[src/rtl/lsb_pkg.sv]
// ----------------------------------------------------------------------------
// lsb_pkg: shared definitions for the lsb stego extractor
// widths, register indexes and result kind codes
// ----------------------------------------------------------------------------
package lsb_pkg;

    // bits in each length field of the hidden frame
    localparam int LENGTH_BITS      = 32;
    // most magic characters the magic word register can hold
    localparam int MAX_MAGIC_CHARS  = 8;
    // bits per hidden character
    localparam int CHAR_BITS        = 8;

    // derived widths
    localparam int BIT_IDX_W        = $clog2(LENGTH_BITS);
    localparam int MAGIC_LEN_W      = 4;
    localparam int MAGIC_WORD_W     = 64;
    localparam int HEADER_W         = 8;
    localparam int CFG_IDX_W        = 2;
    localparam int CFG_DATA_W       = 64;
    localparam int MAGIC_SEL_W      = 3;

    // reset value of the header skip register
    localparam logic [HEADER_W-1:0] HEADER_SKIP_RST = HEADER_W'(54);

    // configuration register indexes
    typedef enum logic [CFG_IDX_W-1:0] {
        CFG_HEADER_SKIP  = 2'd0,
        CFG_MAGIC_LENGTH = 2'd1,
        CFG_MAGIC_WORD   = 2'd2
    } t_cfg_idx;

    // result kind codes
    typedef enum logic [1:0] {
        KIND_EXT  = 2'd0,
        KIND_DATA = 2'd1,
        KIND_ERR  = 2'd2
    } t_kind;

endpackage

[src/rtl/lsb_stego_extractor.sv]
// ----------------------------------------------------------------------------
// lsb_stego_extractor: least significant bit steganography extractor
// skips an image header, then rebuilds magic, extension and data sections
// from the lowest bit of each image byte
// ----------------------------------------------------------------------------
// Image bytes enter one item per clock on the slave stream, with tuser set on
// the first header byte of a new frame. Every byte is handled at once: the
// bit counter, gather register and section state update at the moment the
// item is accepted, and any result lands in one output register. The block
// takes a byte every cycle while that output register is empty or being
// drained, so throughput is one byte per clock; a result appears on the
// master stream in the cycle after the byte that completes its character. A
// magic mismatch gives a single error item (kind 2) and the block then drops
// bytes until the next frame start; after the data section it does the same.
// Configuration writes are always accepted and should be made between frames.
// ----------------------------------------------------------------------------
module lsb_stego_extractor (
    input  logic                             i_clk,
    input  logic                             i_rst_n,
    // image byte stream
    input  logic                             s_axis_tvalid,
    output logic                             s_axis_tready,
    input  logic [7:0]                       s_axis_tdata,  // [7:0] pixel_byte
    input  logic                             s_axis_tuser,  // [0] frame_start
    // decoded character stream
    output logic                             m_axis_tvalid,
    input  logic                             m_axis_tready,
    output logic [7:0]                       m_axis_tdata,  // [7:0] out_byte
    output logic [1:0]                       m_axis_tuser,  // [1:0] out_kind
    output logic                             m_axis_tlast,  // section_last
    // configuration writes
    input  logic                             i_cfg_valid,
    output logic                             o_cfg_ready,
    input  logic [lsb_pkg::CFG_IDX_W-1:0]    i_cfg_index,
    input  logic [lsb_pkg::CFG_DATA_W-1:0]   i_cfg_data
);
    import lsb_pkg::*;

    typedef enum logic [2:0] {
        PH_HEADER    = 3'd0,
        PH_MAGIC_LEN = 3'd1,
        PH_MAGIC     = 3'd2,
        PH_EXT_LEN   = 3'd3,
        PH_EXT       = 3'd4,
        PH_DATA_LEN  = 3'd5,
        PH_DATA      = 3'd6,
        PH_IDLE      = 3'd7
    } t_phase;

    // configuration registers
    logic [HEADER_W-1:0]     r_header_skip;
    logic [MAGIC_LEN_W-1:0]  r_magic_length;
    logic [MAGIC_WORD_W-1:0] r_magic_word;

    // decode state
    t_phase                  r_phase,  n_phase;
    logic [HEADER_W-1:0]     r_hdr_cnt, n_hdr_cnt;
    logic [BIT_IDX_W-1:0]    r_bit_idx, n_bit_idx;
    logic [LENGTH_BITS-1:0]  r_gather, n_gather;
    logic [LENGTH_BITS-1:0]  r_remain, n_remain;
    logic [MAGIC_LEN_W-1:0]  r_magic_pos, n_magic_pos;

    // output register
    logic                    r_out_valid;
    logic [CHAR_BITS-1:0]    r_out_byte, n_out_byte;
    t_kind                   r_out_kind, n_out_kind;
    logic                    r_out_last, n_out_last;
    logic                    n_emit;

    // state as seen by this item, after a possible frame restart
    t_phase                  e_phase;
    logic [HEADER_W-1:0]     e_hdr_cnt;
    logic [BIT_IDX_W-1:0]    e_bit_idx;
    logic [LENGTH_BITS-1:0]  e_gather;
    logic [LENGTH_BITS-1:0]  e_remain;
    logic [MAGIC_LEN_W-1:0]  e_magic_pos;

    logic                    s_accept;
    logic                    is_len;
    logic                    field_done;
    logic [LENGTH_BITS-1:0]  value;
    logic [CHAR_BITS-1:0]    expected;
    logic [MAGIC_LEN_W-1:0]  pos_inc;
    logic [LENGTH_BITS-1:0]  remain_dec;

    assign s_axis_tready = !r_out_valid || m_axis_tready;
    assign s_accept      = s_axis_tvalid && s_axis_tready;
    assign o_cfg_ready   = 1'b1;

    assign m_axis_tvalid = r_out_valid;
    assign m_axis_tdata  = r_out_byte;
    assign m_axis_tuser  = r_out_kind;
    assign m_axis_tlast  = r_out_last;

    // frame restart clears state before the byte is used
    always_comb begin
        if (s_axis_tuser) begin
            e_phase     = PH_HEADER;
            e_hdr_cnt   = '0;
            e_bit_idx   = '0;
            e_gather    = '0;
            e_remain    = '0;
            e_magic_pos = '0;
        end else begin
            e_phase     = r_phase;
            e_hdr_cnt   = r_hdr_cnt;
            e_bit_idx   = r_bit_idx;
            e_gather    = r_gather;
            e_remain    = r_remain;
            e_magic_pos = r_magic_pos;
        end
    end

    // per-byte decode step
    always_comb begin
        n_phase     = e_phase;
        n_hdr_cnt   = e_hdr_cnt;
        n_bit_idx   = e_bit_idx;
        n_gather    = e_gather;
        n_remain    = e_remain;
        n_magic_pos = e_magic_pos;
        n_emit      = 1'b0;
        n_out_byte  = '0;
        n_out_kind  = KIND_ERR;
        n_out_last  = 1'b0;

        is_len      = 1'b0;
        field_done  = 1'b0;
        value       = '0;
        expected    = r_magic_word[e_magic_pos[MAGIC_SEL_W-1:0]*CHAR_BITS +: CHAR_BITS];
        pos_inc     = e_magic_pos + MAGIC_LEN_W'(1);
        remain_dec  = (e_remain == '0) ? '0 : e_remain - LENGTH_BITS'(1);

        if (e_phase == PH_HEADER && e_hdr_cnt < r_header_skip) begin
            n_hdr_cnt = e_hdr_cnt + HEADER_W'(1);
        end else if (e_phase != PH_IDLE) begin
            if (e_phase == PH_HEADER) begin
                n_phase = PH_MAGIC_LEN;
            end
            is_len = (e_phase == PH_HEADER) || (e_phase == PH_MAGIC_LEN) ||
                     (e_phase == PH_EXT_LEN) || (e_phase == PH_DATA_LEN);
            value  = e_gather | (LENGTH_BITS'(s_axis_tdata[0]) << e_bit_idx);
            field_done = is_len ? (e_bit_idx == BIT_IDX_W'(LENGTH_BITS - 1))
                                : (e_bit_idx == BIT_IDX_W'(CHAR_BITS - 1));
            if (!field_done) begin
                n_gather  = value;
                n_bit_idx = e_bit_idx + BIT_IDX_W'(1);
            end else begin
                n_gather  = '0;
                n_bit_idx = '0;
                unique case (e_phase)
                    PH_HEADER, PH_MAGIC_LEN: begin
                        if (r_magic_length > MAGIC_LEN_W'(MAX_MAGIC_CHARS) ||
                            value != LENGTH_BITS'(r_magic_length)) begin
                            n_phase = PH_IDLE;
                            n_emit  = 1'b1;
                        end else begin
                            n_magic_pos = '0;
                            n_phase     = (value == '0) ? PH_EXT_LEN : PH_MAGIC;
                        end
                    end
                    PH_MAGIC: begin
                        if (value[CHAR_BITS-1:0] != expected) begin
                            n_phase = PH_IDLE;
                            n_emit  = 1'b1;
                        end else begin
                            n_magic_pos = pos_inc;
                            n_phase     = (pos_inc >= r_magic_length) ? PH_EXT_LEN
                                                                      : PH_MAGIC;
                        end
                    end
                    PH_EXT_LEN: begin
                        n_remain = value;
                        n_phase  = (value != '0) ? PH_EXT : PH_DATA_LEN;
                    end
                    PH_DATA_LEN: begin
                        n_remain = value;
                        n_phase  = (value != '0) ? PH_DATA : PH_IDLE;
                    end
                    PH_EXT, PH_DATA: begin
                        n_emit     = 1'b1;
                        n_out_byte = value[CHAR_BITS-1:0];
                        n_out_kind = (e_phase == PH_EXT) ? KIND_EXT : KIND_DATA;
                        n_out_last = (e_remain <= LENGTH_BITS'(1));
                        n_remain   = remain_dec;
                        if (remain_dec == '0) begin
                            n_phase = (e_phase == PH_EXT) ? PH_DATA_LEN : PH_IDLE;
                        end
                    end
                    default: begin
                        n_phase = PH_IDLE;
                    end
                endcase
            end
        end
    end

    // decode state and output register, refilled as it drains
    always_ff @(posedge i_clk) begin
        if (!i_rst_n) begin
            r_phase     <= PH_HEADER;
            r_hdr_cnt   <= '0;
            r_bit_idx   <= '0;
            r_gather    <= '0;
            r_remain    <= '0;
            r_magic_pos <= '0;
            r_out_valid <= 1'b0;
            r_out_byte  <= '0;
            r_out_kind  <= KIND_EXT;
            r_out_last  <= 1'b0;
        end else if (s_accept) begin
            r_phase     <= n_phase;
            r_hdr_cnt   <= n_hdr_cnt;
            r_bit_idx   <= n_bit_idx;
            r_gather    <= n_gather;
            r_remain    <= n_remain;
            r_magic_pos <= n_magic_pos;
            r_out_valid <= n_emit;
            if (n_emit) begin
                r_out_byte <= n_out_byte;
                r_out_kind <= n_out_kind;
                r_out_last <= n_out_last;
            end
        end else if (m_axis_tready) begin
            r_out_valid <= 1'b0;
        end
    end

    // configuration registers
    always_ff @(posedge i_clk) begin
        if (!i_rst_n) begin
            r_header_skip  <= HEADER_SKIP_RST;
            r_magic_length <= '0;
            r_magic_word   <= '0;
        end else if (i_cfg_valid) begin
            unique case (i_cfg_index)
                CFG_HEADER_SKIP:  r_header_skip  <= i_cfg_data[HEADER_W-1:0];
                CFG_MAGIC_LENGTH: r_magic_length <= i_cfg_data[MAGIC_LEN_W-1:0];
                CFG_MAGIC_WORD:   r_magic_word   <= i_cfg_data[MAGIC_WORD_W-1:0];
                default: begin
                end
            endcase
        end
    end

endmodule
[config.mk]
export PLATFORM = sky130hd
export DESIGN_NAME = lsb_stego_extractor
export DESIGN_NICKNAME = d
export VERILOG_FILES = /design/src/rtl/lsb_pkg.sv /design/src/rtl/lsb_stego_extractor.sv
export SDC_FILE = /design/constraint.sdc
export NUM_CORES = 1
export LEC_CHECK = 0
export BUFFER_PORTS_ARGS = -buffer_cell sky130_fd_sc_hd__buf_4
export CAP_MARGIN = 10
export CELL_PAD_IN_SITES_DETAIL_PLACEMENT = 0
export CELL_PAD_IN_SITES_GLOBAL_PLACEMENT = 1
export CORE_UTILIZATION = 44
export CTS_BUF_LIST = sky130_fd_sc_hd__clkbuf_16
export DETAILED_ROUTE_END_ITERATION = 10
export GPL_TIMING_DRIVEN = 0
export PLACE_DENSITY_LB_ADDON = 0.2
export SYNTH_ARGS = -nofsm -noshare
export SYNTH_HDL_FRONTEND = slang
export SYNTH_SLANG_ARGS = --single-unit
[constraint.sdc]
create_clock -name i_clk -period 6.7 [get_ports i_clk]
set_input_delay 0.67 -clock i_clk [delete_from_list [all_inputs] [get_ports i_clk]]
set_output_delay 0.67 -clock i_clk [all_outputs]
set_load 0.02 [all_outputs]
# Word level (Yosys, flattened, before mapping)

Cells that the tools add are included.

Bits in registers: 172
Input port bits: 80
Output and inout port bits: 14
Logic and storage cells: 118

Add/subtract/negate cells: 4
Order comparisons: 4
Eq/ne operators: 13
Shifts and indexed selects: 2
Mux-type cells: 59
Bitwise logic cells: 1
Reductions and logical operators: 22

Operators with widths:

| operator                | count |
|---|---|
| $mux W32                | 9 |
| $logic_not A32 Y1       | 3 |
| $pmux W32 S2            | 1 |
| $shiftx A64 B7 Y8       | 1 |
| $mux W8                 | 6 |
| $le A32 B1 Y1 const B   | 1 |
| $ne A32 B4 Y1           | 1 |
| $or A32 B32 Y32         | 1 |
| $reduce_bool A32 Y1     | 1 |
| $shl A1 B5 Y32          | 1 |
| $sub A32 B1 Y32 const B | 1 |
| $mux W3                 | 8 |
| $mux W4                 | 6 |
| $mux W5                 | 4 |
| $mux W1                 | 17 |
| $pmux W3 S5             | 1 |
| $mux W2                 | 5 |
| $eq A3 B3 Y1 const B    | 3 |
| $add A8 B1 Y8 const B   | 1 |
| $lt A8 B8 Y1            | 1 |
| $ne A8 B8 Y1            | 1 |
| $pmux W4 S2             | 1 |
| $reduce_and A2 Y1       | 4 |
| $eq A3 B2 Y1 const B    | 2 |
| 18 further kinds        | 25 |

# Logic depth before layout (Yosys ltp)

Gate-level depths: netlist of run 1.

Word-level depth: 11
Gate-level depth with buffers: 16

# Least setup slack after synthesis of run 1

Ideal clock, no wire load.

Path kind: input port to flip-flop
From: input port s_axis_tuser
To: register r_out_last, in the netlist m_axis_tlast
Arrival time: 3.625 ns
Data required time: 6.564 ns
Slack: 2.939 ns
Cell stages on the path: 14
Buffers on the path: 6
Path through: buf_2 -> buf_4 -> buf_4 -> buf_2 -> clkbuf_1 -> nor2b_1 -> ha_1 -> a21o_1 -> a221o_1 -> o31ai_2 -> buf_2 -> nor2_1 -> nand3_1 -> o22ai_2

Word-level cells in the longest chain between the ends: 11
Elaborated cells between the ends (all ways): 42
Those cells by class: 2 x order compare; 11 x eq/ne; 2 x shift; 17 x mux; 1 x bitwise; 9 x reduce/logical

Ends and longest elaborated chain:

| what                                                                       | RTL line                   | source |
|---|---|---|
| from (decl)                                                                | lsb_stego_extractor.sv:24  | `input logic s_axis_tuser,` |
| parallel branches: the longest is 11 deep, another holds $shiftx A64 B7 Y8 | -                          |  |
| to (signal assigned)                                                       | lsb_stego_extractor.sv:222 | `r_out_last <= n_out_last;` |
| to (decl)                                                                  | lsb_stego_extractor.sv:67  | `logic r_out_last, n_out_last;` |

Several ways; the timed one is not identified.
A chain may end at the register's enable or synchronous reset.

# Worst setup path in the final report of run 1

From: input port s_axis_tuser
To: register r_remain[13]

Word-level cells in the longest chain between the ends: 9
Elaborated cells between the ends (all ways): 31
Those cells by class: 1 x add/sub; 1 x order compare; 8 x eq/ne; 1 x shift; 11 x mux; 1 x bitwise; 8 x reduce/logical

Ends and longest elaborated chain:

| what                                                                    | RTL line                   | source |
|---|---|---|
| parallel branches: the longest is 8 deep, another holds $sub A32 B1 Y32 | -                          |  |
| $mux W32 (*)                                                            | lsb_stego_extractor.sv:134 | `if (e_phase == PH_HEADER && e_hdr_cnt < r_header_skip) begin` |
| to (signal assigned)                                                    | lsb_stego_extractor.sv:216 | `r_remain <= n_remain;` |
| to (decl)                                                               | lsb_stego_extractor.sv:60  | `logic [LENGTH_BITS-1:0] r_remain, n_remain;` |

Mark *: on every way between the ends.

==> metrics.txt, run 1 <==
Slew Limit Fails 0; via-per-instance ratio 6.03; Final nets roughly 1500; Clk Latency, worst-skew pair between 400 and 500 ps; number of synthesized register bits approximately 170; # clock sinks approximately 170; Net Sw Frac 0.288; Synthesized Nets approximately 1400; FF-to-FF path depth 9; top-area cell type share of the netlist area 0.348; hold_sp r_magic_word[35]$_SDFFE_PN0P_; Final Hold Vio Count 0; Synth area leader dfxtp_1; Slew HR 0.158; Post-synth EDFFs 0; met2 Usage GRT 0.516; post-CTS sizing 0; num rows 54; LEAKAGE between 4 and 5 nW; Post-DP HPWL approximately 27000 µm; maximum VDD drop between 0.1 and 0.15 mV; number of global-route vias before repair between 9000 and 10000; Routed WL 35900 µm; CP Max Fanout 10; Placer Congestion just under 1; gr busiest metal met2; Hold WS between 400 and 500 ps; DRT iter0 DRCs approximately 870; clk_skew approximately 11 ps; Sw Pwr 0.649 mW; RSZ-0062 raised after global routing no; Syn Std Cell Area 9890 µm²; CTS Buffer Depth 2; # port buffers 84; combinational share of power 0.088; Synth Instances between 1000 and 1500; I/O Pins 94; initial antenna violation count 0; TritonCTS Buffers 17; max frequency roughly 200 MHz; register area share after synthesis 0.348; Final Setup Violations 0; share of cells above drive strength 1 0.133; DRC 0; Tot Pwr roughly 2.3 mW; vias about 10000; GR Overflow Total 0; crit end category register; area added between synthesis and finish 15.8%; Primary FF master, synth dfxtp_1; CP Data Required Time 7020 ps; wire length per cell 21.7 µm; hold buffer count at cts 0; CTS tree built; internal power between 1.5 and 2 mW; status finished, final reports clean; R2R Setup Slk about 3100 ps; Antenna Cells 0; WP data arrival 5390 ps; Max-Cap Viols 0; RR Startpoint r_remain[13]$_SDFFE_PN0P_; Die H 152 µm; die footprint 23100 µm²; synth top area cells dfxtp_1, nand2_1, nor2_1; GR Util met3 0.0491; Worst Max-Slew Pin Slew 1250 ps; crit path kind input port to register; Initial Utilization 0.450; die width around 150 µm; CTS Root Cell clkbuf_16; most common cell after layout, fill and taps aside nand2_1; met1 usage 0.402; FFs w/ async S/R, synth 0; Setup TNS Final 0 ps; Worst Setup SP s_axis_tuser; postcts setup bufs 0; remaining antenna violation count 0; CP Launch Type input port; synthesized area per cell 7.88 µm²; Hold Path Depth 2; Pwr Density about 200 nW/µm²; crit share post-route 0.757; most frequent cells in the layout nand2_1, dfxtp_1, nor2_1, a21oi_1, buf_4; total iterations of the first detailed-routing run 5; Hold WC Path Type register to register; Clk network pwr share 0.447; largest net degree at the start of global routing 19; post-layout util 0.522; GRT Total Usage 0.312; Cell variety after synth between 80 and 90; Worst-path clk slew 80 ps; Max H-tree Level 4; Core Box Area around 22000 µm²; Reg power frac 0.465; Period minus WS final roughly 5000 ps; Syn. warnings 0; first-pass GRT wire length between 50000 and 60000 µm
## synthesized netlist by cell type (all sizes together) (5+ instances only)
cell type	count
o22ai	22
buf	31
and2	10
nor4	30
nor3b	9
a21oi	107
a22oi	65
mux4	6
ha	16
a31oi	15
a22o	19
o31ai	6
nand3	18
or4	7
nand2b	13
nand2	192
a21o	9
xnor2	20
dfxtp	172
nor3	29
o211ai	5
mux2	5
nand4	16
nor2	146
a2bb2oi	5
nor2b	28
clkbuf	69
o21ai	35
a32oi	7
xor2	17
mux2i	16
inv	26
## power groups by stage
stage	sequential, mW	combinational (mW)	clock (mW)
3_5_place_dp	1.07	0.196	0
2_1_floorplan	1.07	0.111	0
6_report	1.05	0.198	1.01
5_1_grt	1.05	0.215	1.05
4_1_cts	1.05	0.196	1.01
3_3_place_gp	1.07	0.195	0
## worst max-delay path: stages
cell      delay, ps
buf_4           110
buf_2           270
inv_2           160
buf_2           270
buf_1           410
clkbuf_1        430
nand2_1         220
ha_1            160
clkbuf_1        310
inv_1           210
nor4_1         1080
nor2_1          140
clkbuf_1        380
a22o_1          340
a22oi_1         160
nor2_1           60
## logic make-up after synthesis
family | count (synthesis) | synth area share
and+or+nand+nor | 524 | 0.255
DFF | 172 | 0.348
adders and majority gates | 16 | 0.0203
buffers and inverters | 127 | 0.0548
muxes | 27 | 0.0359
other | 1 | 0.000379
AOI/OAI and AO/OA | 351 | 0.253
xor gates and xnor gates | 37 | 0.0328
## metrics by stage
step | setup WS (ps) | area (µm²) | cells
finish | 1630 | 11500 | 1651
global route | 1460 | 11500 | 1651
CTS | 1810 | 11500 | 1651
detailed placement | 1370 | 10900 | 1619
global placement | 1350 | 10900 | 1619
floorplan | 2940 | 9890 | 1255
## layer usage
layer / share of wire / wire (µm)
met5: 0 / 0
met1: 0.44 / 15700
met3: 0.057 / 2040
met4: 0.041 / 1470
met2: 0.46 / 16700
## cell type report
class,instances,area (µm²)
flip-flops and latches,172,3440
clock buffers,17,425
repair buffers,84,631
multi-input cells,956,5900
clock inverters,15,160
fillers,2193,10500
well taps,280,350
inverters,27,101
plain buffers,100,440
## state kept, by name (all words and copies together) (netlist names)
signal	cells
r_header_skip	8
m_axis_tuser	2
m_axis_tdata	8
r_gather	32
m_axis_tlast	1
r_bit_idx	5
r_magic_length	4
r_magic_pos	4
r_magic_word	64
r_phase	3
m_axis_tvalid	1
r_remain	32
r_hdr_cnt	8
## path summary, 6_finish.rpt
| check | end |
|---|---|
| setup / recovery | r_remain[13]$_SDFFE_PN0P_ |
| hold / removal | r_magic_word[35]$_SDFFE_PN0P_ |
| hold reg to reg | r_magic_word[35]$_SDFFE_PN0P_ |
| setup reg to reg | r_remain[13]$_SDFFE_PN0P_ |
(Power assumes the default switching activity.)
==> run 2, diff against run 1 <==
--- a/config.mk
+++ b/config.mk
@@ -5,11 +5,12 @@
 export SDC_FILE = /design/constraint.sdc
 export NUM_CORES = 1
 export LEC_CHECK = 0
+export ABC_AREA = 1
 export BUFFER_PORTS_ARGS = -buffer_cell sky130_fd_sc_hd__buf_4
 export CAP_MARGIN = 10
 export CELL_PAD_IN_SITES_DETAIL_PLACEMENT = 0
 export CELL_PAD_IN_SITES_GLOBAL_PLACEMENT = 1
-export CORE_UTILIZATION = 44
+export CORE_UTILIZATION = 39
 export CTS_BUF_LIST = sky130_fd_sc_hd__clkbuf_16
 export DETAILED_ROUTE_END_ITERATION = 10
 export GPL_TIMING_DRIVEN = 0
==> constraint.sdc (replaced) <==
create_clock -name i_clk -period 4.1 [get_ports i_clk]
set_input_delay 0.41 -clock i_clk [delete_from_list [all_inputs] [get_ports i_clk]]
set_output_delay 0.41 -clock i_clk [all_outputs]
set_load 0.02 [all_outputs]
==> metrics.txt, run 2 <==
status finished, final reports clean (unchanged); Reg with most FFs r_magic_word (unchanged); R2R Setup Slk 1060 ps (was 3070 ps); CP Launch Type input port (unchanged); Tot Pwr 4.17 mW (was 2.26 mW); postcts setup bufs 0 (unchanged); Worst-path clk slew 80 ps (about the same); wire length per cell 18.4 µm (was 21.7 µm); Initial Utilization 0.397 (was 0.450); Synth Instances 1666 (was 1255); footprint of the multi-input gates 5980 µm² (was 5900 µm²); LEAKAGE 5.53 nW (was 4.28 nW); RR Startpoint r_bit_idx[4]$_SDFFE_PN0P_ (was r_remain[13]$_SDFFE_PN0P_); CP peak stage delay 470 ps (was 1080 ps); Antenna Cells 0 (unchanged); largest net degree at the start of global routing 21 (was 19); post-layout util 0.458 (was 0.522); # port buffers 83 (was 84); Max H-tree Level 4 (unchanged); Hold Path Depth 3 (was 2); share of cells above drive strength 1 0.126 (was 0.133); Worst Max-Slew Pin Slew 1170 ps (was 1250 ps); remaining antenna violation count 0 (unchanged); die width 168 µm (was 152 µm); FF-to-FF path depth 19 (was 9); clk_skew 16.5 ps (was 11.2 ps); vias 11400 (was 9959); Final nets 1864 (was 1454); crit path kind input port to register (unchanged); first-pass GRT wire length 61200 µm (was 55700 µm); synthesized area per cell 6.41 µm² (was 7.88 µm²); register area 3440 µm² (unchanged); WP data arrival 4010 ps (was 5390 ps); most common cell in the netlist nand2_1 (unchanged); Synth area leader dfxtp_1 (unchanged); # clock sinks 172 (unchanged); Syn. warnings 0 (unchanged); CTS Root Cell clkbuf_16 (unchanged); Core Box Area 27000 µm² (was 22000 µm²); I/O Pins 94 (unchanged); Die H 168 µm (was 152 µm); WP buf/inv 9 (unchanged); Critical Path Most Common Cell nand2_1 (was clkbuf_1); filler cell count 2882 (was 2193); Final Setup Violations 0 (unchanged); Worst path top cell family by delay buffers and inverters (unchanged); top-area cell type share of the netlist area 0.322 (was 0.348); Primary FF master, synth dfxtp_1 (unchanged); Clk Latency, worst-skew pair 450 ps (about the same); Period minus WS final approximately 3700 ps; RSZ-0062 raised after global routing no (unchanged); WHS Endpoint r_header_skip[5]$_SDFFE_PN1P_ (was r_magic_word[35]$_SDFFE_PN0P_); DRT iter0 DRCs 877 (was 872); max frequency 271 MHz; Slew HR 0.212 (was 0.158); number of synthesized register bits 172 (unchanged); Post-DP HPWL 29800 µm (was 26700 µm); crit end category register (unchanged); die footprint 28100 µm² (was 23100 µm²); crit path max-delay cell type clkbuf_1 (was nor4_1); TritonCTS Buffers 17 (unchanged); Syn Std Cell Area 10700 µm² (was 9890 µm²); Synthesized Nets 1762 (was 1351); DRC 0 (unchanged); CTS tree built (unchanged); FFs w/ async S/R, synth 0 (unchanged); total iterations of the first detailed-routing run 6 (was 5); Routed WL 39000 µm (was 35900 µm); Hold WC Path Type input port to register (was register to register); Final Hold Vio Count 0 (unchanged); Cell variety after synth 43 (was 89); CTS Buffer Depth 2 (unchanged); Cell Chain, Critical Path buf_6, inv_6, buf_8, buf_6, buf_6, buf_2, nand2_1, inv_1, ha_1, nand2_1, o21a_1, nand3_1, nand2_1, clkbuf_1, clkbuf_1, nand2_1, a32oi_1, nor2_1 (was buf_4, buf_2, inv_2, buf_2, buf_1, clkbuf_1, nand2_1, ha_1, clkbuf_1, inv_1, nor4_1, nor2_1, clkbuf_1, a22o_1, a22oi_1, nor2_1); GR Overflow Total 0 (unchanged); synth cell count leaders nand2_1, inv_1, dfxtp_1 (was nand2_1, dfxtp_1, nor2_1); Largest register FFs 64 (unchanged); Slew Limit Fails 0 (unchanged); synth top area cells dfxtp_1, nand2_1, o21ai_0 (was dfxtp_1, nand2_1, nor2_1); Post-synth EDFFs 0 (unchanged); area added between synthesis and finish 15.6% (was 15.8%); num rows 60 (was 54); CP Max Fanout 10 (unchanged); maximum VDD drop 0.262 mV (was 0.131 mV); CP Data Required Time 4420 ps (was 7020 ps); number of global-route vias before repair 11000 (was 9640); Max-Cap Viols 0 (unchanged); most common cell after layout, fill and taps aside nand2_1 (unchanged); Regs by FF count r_magic_word x64, r_gather x32, r_remain x32 (unchanged); post-CTS sizing 0 (unchanged); Placer Congestion 0.959 (was 0.972); via-per-instance ratio 5.39 (was 6.03); crit share post-route 0.899; reg2reg end m_axis_tdata[2]$_SDFFE_PN0P_ (was r_remain[13]$_SDFFE_PN0P_); Pwr Density 338 nW/µm² (was 197 nW/µm²); most frequent cells in the layout nand2_1, inv_1, dfxtp_1, o21ai_0, a21oi_1 (was nand2_1, dfxtp_1, nor2_1, a21oi_1, buf_4); hold_sp i_cfg_data[5] (was r_magic_word[35]$_SDFFE_PN0P_); GRT Total Usage 0.282 (was 0.312); register area share after synthesis 0.322 (was 0.348); initial antenna violation count 0 (unchanged); hold buffer count at cts 0 (unchanged)
[run 2: cell types whose count changed in the layout (fill, tap and decap cells not counted), moves of 39 or more]
cell | before | now
inv_1 | 25 | 198
nand3_1 | 18 | 115
a21oi_1 | 107 | 165
o211ai_1 | 5 | 44
a22oi_1 | 65 | 11
nand2_1 | 191 | 374
o21ai_0 | 25 | 169
[run 2: per-stage QoR]
stage | hold slack, ps | instances | area (µm²) | worst slack (ps) | setup TNS [ps]
after global placement | 434 | 2090 | 11700 | 14.2 | 0
final | 195 | 2122 | 12400 | 413 | 0
after detailed placement | 437 | 2090 | 11700 | -27.0 | -70.0
after CTS | 182 | 2122 | 12400 | 432 | 0
after floorplan | 424 | 1666 | 10700 | 1160 | 0
after global routing | 189 | 2122 | 12400 | 158 | 0
[run 2: worst max-delay path by stage]
stage,startpoint,to,slack (ps),cells past startpoint
final,s_axis_tuser,r_gather[25]$_SDFFE_PN0P_,410,18
after detailed placement,s_axis_tuser,r_gather[31]$_SDFFE_PN0P_,-30,18
after global placement,s_axis_tuser,r_gather[31]$_SDFFE_PN0P_,10,18
after CTS,s_axis_tuser,r_gather[31]$_SDFFE_PN0P_,430,18
after floorplan,s_axis_tuser,r_gather[17]$_SDFFE_PN0P_,1160,18
after global routing,s_axis_tuser,r_gather[23]$_SDFFE_PN0P_,160,19
[run 2: tightest hold or removal path: stages]
cell,delay (ps)
buf_4,90
nand2_1,40
o211ai_1,70
[run 2: area by class of cell]
type / instances / area share
plain buffers: 91 / 0.0378
clock buffers: 17 / 0.0344
clock inverters: 15 / 0.0157
inverters: 210 / 0.0642
multi-input cells: 1193 / 0.484
flip-flops and latches: 172 / 0.279
well taps: 341 / 0.0345
repair buffers: 83 / 0.0504
[run 2: cells by family (layout without fill, tap and decap cells)]
group,Yosys count,after routing,share of synthesized area
adder cells (fa/ha/maj),16,16,0.0187
XOR/XNOR,7,7,0.00574
AND/OR/NAND/NOR,716,716,0.297
buffers and inverters,301,416,0.118
AO/OA/AOI/OAI,453,453,0.238
flip-flops,172,172,0.322
other,1,1,0.000351
[run 2: where the power goes]
group,internal (mW),total (mW),switching [mW]
sequential,1.73,1.76,0.0334
combinational,0.231,0.692,0.460
clock,0.834,1.72,0.887
[run 2: metal layers]
layer / vias to the layer above / share of wire / GRT usage / routed length [µm]
li1: 5739 / - / - / -
met1: 5290 / 0.44 / 0.362 / 17200
met2: 358 / 0.48 / 0.480 / 18600
met3: 60 / 0.052 / 0.0352 / 2040
met4: 0 / 0.030 / 0.106 / 1160
met5: - / 0 / 0 / 0
